[src/hw/rtl/wvad_pkg.sv]
`default_nettype none

package wvad_pkg;

  // window depth default, field widths and percent scale constants
  localparam int unsigned WINDOW_DEPTH_DEF = 12;
  localparam int unsigned THR_W            = 4;
  localparam int unsigned RATIO_W          = 7;
  localparam int unsigned TIME_W           = 32;
  localparam int unsigned CNT_OUT_W        = 4;
  localparam int unsigned PCT_W            = 7;
  localparam int unsigned STEP_W           = 3;
  localparam int unsigned PCT_SCALE        = 100;
  localparam int unsigned PCT_DOUBLE       = 200;

  // configuration port
  localparam int unsigned CFG_IDX_W  = 3;
  localparam int unsigned CFG_DATA_W = 32;

  localparam logic [CFG_IDX_W-1:0] CFG_MIN_FILLED    = 3'd0;
  localparam logic [CFG_IDX_W-1:0] CFG_MIN_CANDIDATE = 3'd1;
  localparam logic [CFG_IDX_W-1:0] CFG_MIN_STRONG    = 3'd2;
  localparam logic [CFG_IDX_W-1:0] CFG_RATIO_PERCENT = 3'd3;
  localparam logic [CFG_IDX_W-1:0] CFG_HOLDOFF_MS    = 3'd4;

  localparam logic [THR_W-1:0]   RST_MIN_FILLED    = 4'd6;
  localparam logic [THR_W-1:0]   RST_MIN_CANDIDATE = 4'd3;
  localparam logic [THR_W-1:0]   RST_MIN_STRONG    = 4'd1;
  localparam logic [RATIO_W-1:0] RST_RATIO_PERCENT = 7'd25;
  localparam logic [TIME_W-1:0]  RST_HOLDOFF_MS    = 32'd7000;

  // item action codes
  localparam logic ACT_WINDOW = 1'b0;
  localparam logic ACT_CLEAR  = 1'b1;

  typedef struct packed {
    logic              action;
    logic              candidate;
    logic              strong_req;
    logic [TIME_W-1:0] now_ms;
  } in_t;

  typedef struct packed {
    logic                 alert_now;
    logic                 raw_alert;
    logic [CNT_OUT_W-1:0] candidate_total;
    logic [CNT_OUT_W-1:0] strong_total;
    logic [CNT_OUT_W-1:0] filled_total;
    logic [PCT_W-1:0]     candidate_percent;
  } out_t;

  typedef struct packed {
    logic [THR_W-1:0]   min_filled_windows;
    logic [THR_W-1:0]   min_candidate_count;
    logic [THR_W-1:0]   min_strong_count;
    logic [RATIO_W-1:0] ratio_percent;
    logic [TIME_W-1:0]  holdoff_ms;
  } cfg_t;

  // controller to datapath
  typedef struct packed {
    logic capture;
    logic update;
    logic eval;
    logic div_step;
    logic load_out;
  } cmd_t;

  // datapath to controller
  typedef struct packed {
    logic is_clear;
    logic div_last;
    logic out_free;
  } status_t;

endpackage

`default_nettype wire

[src/hw/rtl/wvad_ctrl.sv]
`default_nettype none

module wvad_ctrl (
  input  wire logic              clk_i,
  input  wire logic              rst_ni,
  input  wire logic              in_valid_i,
  output logic                   in_stall_o,
  input  wvad_pkg::status_t      status_i,
  output wvad_pkg::cmd_t         cmd_o
);

  localparam logic [2:0] S_IDLE = 3'd0;
  localparam logic [2:0] S_UPD  = 3'd1;
  localparam logic [2:0] S_EVAL = 3'd2;
  localparam logic [2:0] S_DIV  = 3'd3;
  localparam logic [2:0] S_OUT  = 3'd4;

  logic [2:0] state_q, state_d;

  assign in_stall_o = (state_q != S_IDLE);

  always_comb begin
    state_d = state_q;
    cmd_o   = '0;
    unique case (state_q)
      S_IDLE: begin
        if (in_valid_i) begin
          cmd_o.capture = 1'b1;
          state_d       = S_UPD;
        end
      end
      S_UPD: begin
        cmd_o.update = 1'b1;
        state_d      = status_i.is_clear ? S_IDLE : S_EVAL;
      end
      S_EVAL: begin
        cmd_o.eval = 1'b1;
        state_d    = S_DIV;
      end
      S_DIV: begin
        cmd_o.div_step = 1'b1;
        if (status_i.div_last) begin
          state_d = S_OUT;
        end
      end
      S_OUT: begin
        if (status_i.out_free) begin
          cmd_o.load_out = 1'b1;
          state_d        = S_IDLE;
        end
      end
      default: begin
        state_d = S_IDLE;
      end
    endcase
  end

  always_ff @(posedge clk_i or negedge rst_ni) begin
    if (!rst_ni) begin
      state_q <= S_IDLE;
    end else begin
      state_q <= state_d;
    end
  end

endmodule

`default_nettype wire

[src/hw/rtl/wvad_dp.sv]
`default_nettype none

module wvad_dp #(
  parameter int unsigned WindowDepth = wvad_pkg::WINDOW_DEPTH_DEF
) (
  input  wire logic              clk_i,
  input  wire logic              rst_ni,
  input  wvad_pkg::in_t          in_i,
  input  wvad_pkg::cfg_t         cfg_i,
  input  wvad_pkg::cmd_t         cmd_i,
  output wvad_pkg::status_t      status_o,
  output logic                   out_valid_o,
  input  wire logic              out_stall_i,
  output wvad_pkg::out_t         out_o
);

  localparam int unsigned SLOT_W = (WindowDepth > 1) ? $clog2(WindowDepth) : 1;
  localparam int unsigned CNT_W  = $clog2(WindowDepth + 1);
  localparam int unsigned THR_CW = (CNT_W > wvad_pkg::THR_W) ? CNT_W : wvad_pkg::THR_W;
  localparam int unsigned NUM_W  = $clog2(WindowDepth * (wvad_pkg::PCT_DOUBLE + 1) + 1);
  localparam int unsigned DEN_W  = CNT_W + 1;
  localparam int unsigned DSH_W  = DEN_W + wvad_pkg::PCT_W - 1;
  localparam int unsigned CMP_W  = (NUM_W > DSH_W) ? NUM_W : DSH_W;
  localparam int unsigned PROD_W = CNT_W + wvad_pkg::RATIO_W;
  localparam int unsigned T_W    = wvad_pkg::TIME_W;
  localparam int unsigned P_W    = wvad_pkg::PCT_W;

  wvad_pkg::in_t          item_q;
  logic [WindowDepth-1:0] cand_ring_q, strong_ring_q;
  logic [SLOT_W-1:0]      slot_q;
  logic [CNT_W-1:0]       filled_q, cand_cnt_q, strong_cnt_q;
  logic [T_W-1:0]         last_alert_q;
  logic                   raw_q, alert_q;
  logic [NUM_W-1:0]       rem_q;
  logic [DSH_W-1:0]       dsh_q;
  logic [P_W-1:0]         quot_q;
  logic [wvad_pkg::STEP_W-1:0] step_q;
  logic                   out_full_q;
  wvad_pkg::out_t         out_q;

  // ring update terms
  logic             old_cand, old_strong;
  logic [SLOT_W-1:0] slot_nxt;

  // rule terms
  logic              by_strong, by_ratio, raw, held, alert;
  logic [PROD_W-1:0] cand_scaled, ratio_scaled;
  logic [T_W-1:0]    since_last;

  // divider terms
  logic [CMP_W-1:0] rem_ext, dsh_ext;
  logic             div_ge;

  assign old_cand   = cand_ring_q[slot_q];
  assign old_strong = strong_ring_q[slot_q];
  assign slot_nxt   = (slot_q == SLOT_W'(WindowDepth - 1)) ? '0 : slot_q + SLOT_W'(1);

  assign cand_scaled  = PROD_W'(cand_cnt_q) * PROD_W'(wvad_pkg::PCT_SCALE);
  assign ratio_scaled = PROD_W'(cfg_i.ratio_percent) * PROD_W'(filled_q);
  assign by_strong    = THR_CW'(strong_cnt_q) >= THR_CW'(cfg_i.min_strong_count);
  assign by_ratio     = (THR_CW'(filled_q) >= THR_CW'(cfg_i.min_filled_windows)) &&
                        (THR_CW'(cand_cnt_q) >= THR_CW'(cfg_i.min_candidate_count)) &&
                        (cand_scaled >= ratio_scaled);
  assign raw          = by_strong || by_ratio;
  assign since_last   = item_q.now_ms - last_alert_q;
  assign held         = (last_alert_q != '0) && (since_last < cfg_i.holdoff_ms);
  assign alert        = raw && !held;

  assign rem_ext = CMP_W'(rem_q);
  assign dsh_ext = CMP_W'(dsh_q);
  assign div_ge  = rem_ext >= dsh_ext;

  assign status_o.is_clear = (item_q.action == wvad_pkg::ACT_CLEAR);
  assign status_o.div_last = (step_q == wvad_pkg::STEP_W'(P_W - 1));
  assign status_o.out_free = !out_full_q || !out_stall_i;

  assign out_valid_o = out_full_q;
  assign out_o       = out_q;

  // payload registers
  always_ff @(posedge clk_i) begin
    if (cmd_i.capture) begin
      item_q <= in_i;
    end
    if (cmd_i.eval) begin
      raw_q   <= raw;
      alert_q <= alert;
      rem_q   <= NUM_W'(cand_cnt_q) * NUM_W'(wvad_pkg::PCT_DOUBLE) + NUM_W'(filled_q);
      dsh_q   <= DSH_W'({filled_q, 1'b0}) << (P_W - 1);
      quot_q  <= '0;
    end else if (cmd_i.div_step) begin
      if (div_ge) begin
        rem_q <= NUM_W'(rem_ext - dsh_ext);
      end
      dsh_q  <= dsh_q >> 1;
      quot_q <= {quot_q[P_W-2:0], div_ge};
    end
    if (cmd_i.load_out) begin
      out_q.alert_now         <= alert_q;
      out_q.raw_alert         <= raw_q;
      out_q.candidate_total   <= wvad_pkg::CNT_OUT_W'(cand_cnt_q);
      out_q.strong_total      <= wvad_pkg::CNT_OUT_W'(strong_cnt_q);
      out_q.filled_total      <= wvad_pkg::CNT_OUT_W'(filled_q);
      out_q.candidate_percent <= quot_q;
    end
  end

  // history, counters, alert time, divider step, output flag
  always_ff @(posedge clk_i or negedge rst_ni) begin
    if (!rst_ni) begin
      cand_ring_q   <= '0;
      strong_ring_q <= '0;
      slot_q        <= '0;
      filled_q      <= '0;
      cand_cnt_q    <= '0;
      strong_cnt_q  <= '0;
      last_alert_q  <= '0;
      step_q        <= '0;
      out_full_q    <= 1'b0;
    end else begin
      if (cmd_i.update) begin
        if (item_q.action == wvad_pkg::ACT_CLEAR) begin
          cand_ring_q   <= '0;
          strong_ring_q <= '0;
          slot_q        <= '0;
          filled_q      <= '0;
          cand_cnt_q    <= '0;
          strong_cnt_q  <= '0;
        end else begin
          // unfilled entries are always zero, so the running counts stay exact
          cand_ring_q[slot_q]   <= item_q.candidate;
          strong_ring_q[slot_q] <= item_q.strong_req;
          slot_q                <= slot_nxt;
          if (filled_q != CNT_W'(WindowDepth)) begin
            filled_q <= filled_q + CNT_W'(1);
          end
          cand_cnt_q   <= cand_cnt_q + CNT_W'(item_q.candidate) - CNT_W'(old_cand);
          strong_cnt_q <= strong_cnt_q + CNT_W'(item_q.strong_req) - CNT_W'(old_strong);
        end
      end
      if (cmd_i.eval) begin
        step_q <= '0;
        if (alert) begin
          last_alert_q <= item_q.now_ms;
        end
      end else if (cmd_i.div_step) begin
        step_q <= step_q + wvad_pkg::STEP_W'(1);
      end
      if (cmd_i.load_out) begin
        out_full_q <= 1'b1;
      end else if (!out_stall_i) begin
        out_full_q <= 1'b0;
      end
    end
  end

endmodule

`default_nettype wire

[src/hw/rtl/window_vote_alert_detector.sv]
`default_nettype none

// channel   direction  handshake                payload
// in        input      in_valid_i / in_stall_o   in_i  (wvad_pkg::in_t)
// out       output     out_valid_o / out_stall_i out_o (wvad_pkg::out_t)
// cfg       input      cfg_valid_i / cfg_ready_o cfg_index_i, cfg_data_i
//
// after acceptance a window beat goes through a ring update, a rule evaluation,
// a restoring divider step per quotient bit of the percent, and a load into the
// result register; a clear beat only empties the ring and counts in its update
// step; the next beat is taken once back in idle; reset empties the ring and
// the alert time and loads register defaults; under out stall a finished beat
// waits in the output register and the next result waits in the controller

module window_vote_alert_detector #(
  parameter int unsigned WindowDepth = wvad_pkg::WINDOW_DEPTH_DEF
) (
  input  wire logic                              clk_i,
  input  wire logic                              rst_ni,
  // window and clear beats
  input  wire logic                              in_valid_i,
  output logic                                   in_stall_o,
  input  wvad_pkg::in_t                          in_i,
  // result beats
  output logic                                   out_valid_o,
  input  wire logic                              out_stall_i,
  output wvad_pkg::out_t                         out_o,
  // register writes
  input  wire logic                              cfg_valid_i,
  output logic                                   cfg_ready_o,
  input  wire logic [wvad_pkg::CFG_IDX_W-1:0]    cfg_index_i,
  input  wire logic [wvad_pkg::CFG_DATA_W-1:0]   cfg_data_i
);

  wvad_pkg::cfg_t    cfg_q;
  wvad_pkg::cmd_t    cmd;
  wvad_pkg::status_t status;

  // writes come only while idle, a rule on the user that the block does not enforce; the port never pushes back
  assign cfg_ready_o = 1'b1;

  always_ff @(posedge clk_i or negedge rst_ni) begin
    if (!rst_ni) begin
      cfg_q.min_filled_windows  <= wvad_pkg::RST_MIN_FILLED;
      cfg_q.min_candidate_count <= wvad_pkg::RST_MIN_CANDIDATE;
      cfg_q.min_strong_count    <= wvad_pkg::RST_MIN_STRONG;
      cfg_q.ratio_percent       <= wvad_pkg::RST_RATIO_PERCENT;
      cfg_q.holdoff_ms          <= wvad_pkg::RST_HOLDOFF_MS;
    end else if (cfg_valid_i) begin
      // unknown indexes are dropped
      unique case (cfg_index_i)
        wvad_pkg::CFG_MIN_FILLED: begin
          cfg_q.min_filled_windows <= cfg_data_i[wvad_pkg::THR_W-1:0];
        end
        wvad_pkg::CFG_MIN_CANDIDATE: begin
          cfg_q.min_candidate_count <= cfg_data_i[wvad_pkg::THR_W-1:0];
        end
        wvad_pkg::CFG_MIN_STRONG: begin
          cfg_q.min_strong_count <= cfg_data_i[wvad_pkg::THR_W-1:0];
        end
        wvad_pkg::CFG_RATIO_PERCENT: begin
          cfg_q.ratio_percent <= cfg_data_i[wvad_pkg::RATIO_W-1:0];
        end
        wvad_pkg::CFG_HOLDOFF_MS: begin
          cfg_q.holdoff_ms <= cfg_data_i[wvad_pkg::TIME_W-1:0];
        end
        default: begin
        end
      endcase
    end
  end

  // sequencer: capture, update, evaluate, divide, load
  wvad_ctrl u_ctrl (
    .clk_i      (clk_i),
    .rst_ni     (rst_ni),
    .in_valid_i (in_valid_i),
    .in_stall_o (in_stall_o),
    .status_i   (status),
    .cmd_o      (cmd)
  );

  // ring, running counts, rules, holdoff timer, percent divider, output register
  wvad_dp #(
    .WindowDepth (WindowDepth)
  ) u_dp (
    .clk_i       (clk_i),
    .rst_ni      (rst_ni),
    .in_i        (in_i),
    .cfg_i       (cfg_q),
    .cmd_i       (cmd),
    .status_o    (status),
    .out_valid_o (out_valid_o),
    .out_stall_i (out_stall_i),
    .out_o       (out_o)
  );

endmodule

`default_nettype wire
[config.mk]
export PLATFORM = sky130hd
export DESIGN_NAME = window_vote_alert_detector
export DESIGN_NICKNAME = d
export VERILOG_FILES = /design/src/hw/rtl/wvad_pkg.sv /design/src/hw/rtl/wvad_ctrl.sv /design/src/hw/rtl/wvad_dp.sv /design/src/hw/rtl/window_vote_alert_detector.sv
export SDC_FILE = /design/constraint.sdc
export NUM_CORES = 1
export LEC_CHECK = 0
export BUFFER_PORTS_ARGS = -buffer_cell sky130_fd_sc_hd__buf_2
export CAP_MARGIN = 20
export CORE_MARGIN = 5
export CORE_UTILIZATION = 60
export CTS_BUF_LIST = sky130_fd_sc_hd__clkbuf_4 sky130_fd_sc_hd__clkbuf_8
export CTS_CLUSTER_SIZE = 24
export DETAILED_ROUTE_END_ITERATION = 8
export MAX_ROUTING_LAYER = met4
export PLACE_DENSITY_LB_ADDON = 0.25
export SLEW_MARGIN = 20
export SYNTH_ARGS = -nofsm -noshare
export SYNTH_HDL_FRONTEND = slang
export SYNTH_SLANG_ARGS = --single-unit
[constraint.sdc]
create_clock -name clk_i -period 7 [get_ports clk_i]
set_input_delay 0.7 -clock clk_i [delete_from_list [all_inputs] [get_ports clk_i]]
set_output_delay 0.7 -clock clk_i [all_outputs]
set_load 0.05 [all_outputs]
==> flow_metrics.env <==
export IMPL_grt_pass1_wl_um=46600
export IMPL_min_period_ns=5.80
export IMPL_drc=0
export IMPL_required_ns=7.41
export IMPL_ys_warnings_count=0
export IMPL_wl_um=27500
export IMPL_drv_cap=0
export IMPL_cts_setup_buffers=0
export IMPL_num_antenna_cells=0
export IMPL_slew_viol_final=0
export IMPL_finalSetupTns_ns=0
export IMPL_die_h_um=159
export IMPL_grt_start_max_net_pins=69
export IMPL_cts_sinks=218
export IMPL_port_buffers=97
export IMPL_p_sw_mw=2.60
export IMPL_path_class="reg -> reg"
export IMPL_netSwitchingFraction=0.395
export IMPL_ys_ff_latch=218
export IMPL_placed_cell_area_um2=14000
export IMPL_root_buffer="clkbuf_8"
export IMPL_clk_latency_ns=0.55
export IMPL_grt_pass1_vias=9606
export IMPL_wire_per_inst_um=16.2
export IMPL_status="finished, final reports clean"
export IMPL_p_int_mw=3.98
export IMPL_power_density_nw_per_um2=445
export IMPL_combPwrFrac=0.494
export IMPL_post_cts_resized=0
export IMPL_drt_iter0_drc=491
export IMPL_power_mw=6.57
export IMPL_fin_crit_sh=0.829
export IMPL_ctsHoldBuffers=0
export IMPL_initial_core_util=0.608
export IMPL_ir_worst_vdd_mv=0.245
export IMPL_die_area_um2=25200
export IMPL_min_path_type="in -> async"
export IMPL_syn_area_per_cell_um2=10.3
export IMPL_clk_pin_slew_ns=0.07
export IMPL_rsz0062_at_grt="no"
export IMPL_utilization=0.678
export IMPL_grt_usage=0.224
export IMPL_clock_skew_ns=0.0318
export IMPL_hold_viol_final=0
export IMPL_synthArstFlopShare=0.596
export IMPL_power_frac_seq=0.323
export IMPL_power_frac_clock=0.183
export IMPL_core_area_um2=21800
export IMPL_crit_fanout=20
export IMPL_fillCellCount=1686
export IMPL_synthCells=1284
export IMPL_ant_nets=0
export IMPL_rows=54
export IMPL_h_tree_depth=2
export IMPL_crit_path_end_kind="flop"
export IMPL_syn_area_um2=13300
export IMPL_fin_area_um2=14800
export IMPL_vias=9448
export IMPL_syn_num_nets=1510
export IMPL_antenna_found_initial=0
export IMPL_worst_slew_pin_slew_ns=0.996
export IMPL_maxSlewHeadroom=0.329
export IMPL_cts_tree="built"
export IMPL_via_per_inst=5.56
export IMPL_dp_hpwl_um=20200
export IMPL_synth_main_ff_cell="dfrtp_1"
export IMPL_cts_made_buffers=37
export IMPL_nets=1616
export IMPL_cts_path_max_buffers=3
export IMPL_ys_seq_area_frac=0.435
export IMPL_synthDistinctLibCells=67
export IMPL_ios=99
export IMPL_chipWidth_um=159
export IMPL_p_leak_nw=6.97
export IMPL_first_pass_iters=5
export IMPL_layout_drive_gt1_share=0.175
export IMPL_synth_edf_count=74
export IMPL_setup_viol=0
export IMPL_grt_overflow=0
export IMPL_start_kind="flop"
export IMPL_critPathArrivalTime_ns=6.22
export IMPL_syn_to_final_growth_pct=11.4
export IMPL_max_freq_mhz=172
export IMPL_routabilityCongestion=0.897
[layer usage]
layer	track usage	routed length [µm]	vias up
met5	-	0	-
met4	0.0712	592	0
met3	0.0358	1240	57
met2	0.355	13000	224
met1	0.298	12600	4482
li1	-	-	4685
[cell families (layout without fill, tap and decap cells)]
family	count (synthesis)	in the layout	share of synthesized area
buf+inv	177	312	0.0546
flops	218	218	0.435
xor+xnor	58	58	0.0383
fa+ha+maj	151	151	0.151
simple gates	320	320	0.117
mux	80	80	0.0785
compound gates	279	279	0.125
other cells	1	1	0.000283
[area by class of cell]
class | instances | area, µm² | area share
clock buffer | 57 | 709 | 0.0480
clock inverter | 11 | 75.1 | 0.00508
inverter | 138 | 518 | 0.0350
multi-input combinational | 889 | 6790 | 0.459
sequential | 218 | 5770 | 0.390
tap | 280 | 350 | 0.0237
timing repair buffer | 106 | 568 | 0.0384
[registers in the layout, indices dropped and copies added (netlist names), 7 cells and up]
signal              flops
u_dp.cand_ring_q       12
u_dp.last_alert_q      32
u_dp.rem_ext           12
u_dp.item_q            34
u_dp.quot_q             7
u_dp.dsh_q             11
u_dp.strong_ring_q     12
u_dp.out_o             21
cfg_q                  51
[worst max-delay path, cell delays in order, from the launching register on]
cell and delay [ns]:
dfrtp_1 0.55, and2_1 0.25, fa_1 0.49, fa_1 0.54, inv_1 0.07, fa_1 0.45
inv_1 0.07, a21oi_1 0.05, o21ai_0 0.26, and2_1 0.17, o21ai_0 0.07, nand2b_1 0.11
a21o_1 0.12, a21oi_1 0.06, xor2_1 0.15, ha_1 0.29, and4_1 0.19, a211oi_1 0.08
o31ai_1 0.40, and3_2 0.55, buf_4 0.43, mux2_4 0.33
[power by group through the flow]
stage / logic (mW) / registers, mW / clock network (mW)
after CTS: 3.26 / 2.12 / 1.23
after global placement: 3.12 / 2.13 / 0
after detailed placement: 3.23 / 2.14 / 0
final: 3.25 / 2.12 / 1.20
after floorplan: 2.65 / 1.99 / 0
after global routing: 3.71 / 2.17 / 1.29
[stage by stage]
| stage | setup slack, ns | cells | hold slack, ns |
|---|---|---|---|
| global placement | 1.33 | 1630 | 0.413 |
| global route | 0.744 | 1699 | 0.314 |
| floorplan | 2.10 | 1284 | 0.400 |
| finish | 1.20 | 1699 | 0.246 |
| CTS | 1.19 | 1698 | 0.254 |
| detailed placement | 1.20 | 1630 | 0.416 |
[worst paths after layout]
path | start | end | depth (start not counted) | slack (ns)
worst max-delay path | u_dp.filled_q[1]$_DFFE_PN0P_ | u_dp.last_alert_q[21]$_DFFE_PN0P_ | 21 | 1.20
worst min-delay path | rst_ni | u_dp.strong_ring_q[8]$_DFFE_PN0P_ | 1 | 0.25
worst max register to register | u_dp.filled_q[1]$_DFFE_PN0P_ | u_dp.last_alert_q[21]$_DFFE_PN0P_ | 21 | 1.20
worst min register to register | u_dp.quot_q[6]$_SDFFE_PP0P_ | u_dp.out_o[6]$_DFFE_PP_ | 0 | 0.43
max in group asynchronous | rst_ni | cfg_q[0]$_DFFE_PN0P_ | 2 | 5.37
min in group clk_i | in_i[3] | u_dp.item_q[3]$_DFFE_PP_ | 1 | 0.33
[synth_stat cells (9+ instances only)]
master / number / area share
a21o_1: 37 / 0.021
a21oi_1: 66 / 0.025
and2_1: 27 / 0.013
clkbuf_1: 30 / 0.0085
dfrtp_1: 115 / 0.22
dfstp_2: 15 / 0.030
dfxtp_1: 14 / 0.021
edfxtp_1: 74 / 0.17
fa_1: 15 / 0.023
ha_1: 136 / 0.13
inv_1: 138 / 0.039
mux2_2: 13 / 0.011
mux2_4: 30 / 0.034
mux2i_1: 31 / 0.023
nand2_1: 149 / 0.042
nand2b_1: 11 / 0.0052
nand3_1: 24 / 0.0091
nand4_1: 12 / 0.0057
nor2_1: 33 / 0.0093
nor2b_1: 11 / 0.0052
nor3_1: 10 / 0.0038
o21a_1: 9 / 0.0051
o21ai_0: 115 / 0.043
xnor2_1: 32 / 0.021
xor2_1: 26 / 0.017
[layout by cell type, fill, tap and decap left out, drive strengths merged, types with 4 or more instances in the layout]
master	n
nand2	149
inv	138
ha	136
o21ai	117
dfrtp	115
buf	106
edfxtp	74
a21oi	67
clkbuf	57
mux2	43
a21o	37
nor2	33
xnor2	32
mux2i	31
and2	28
xor2	26
nand3	24
fa	15
dfstp	15
dfxtp	14
nand4	12
nor2b	11
nand2b	11
nor3	10
o21a	9
clkinv	9
nor4	8
o22ai	7
o21bai	6
mux4	6
and3	6
nand3b	5
a31oi	4
and4	4
No activity file was read; power rests on OpenSTA's default activity.
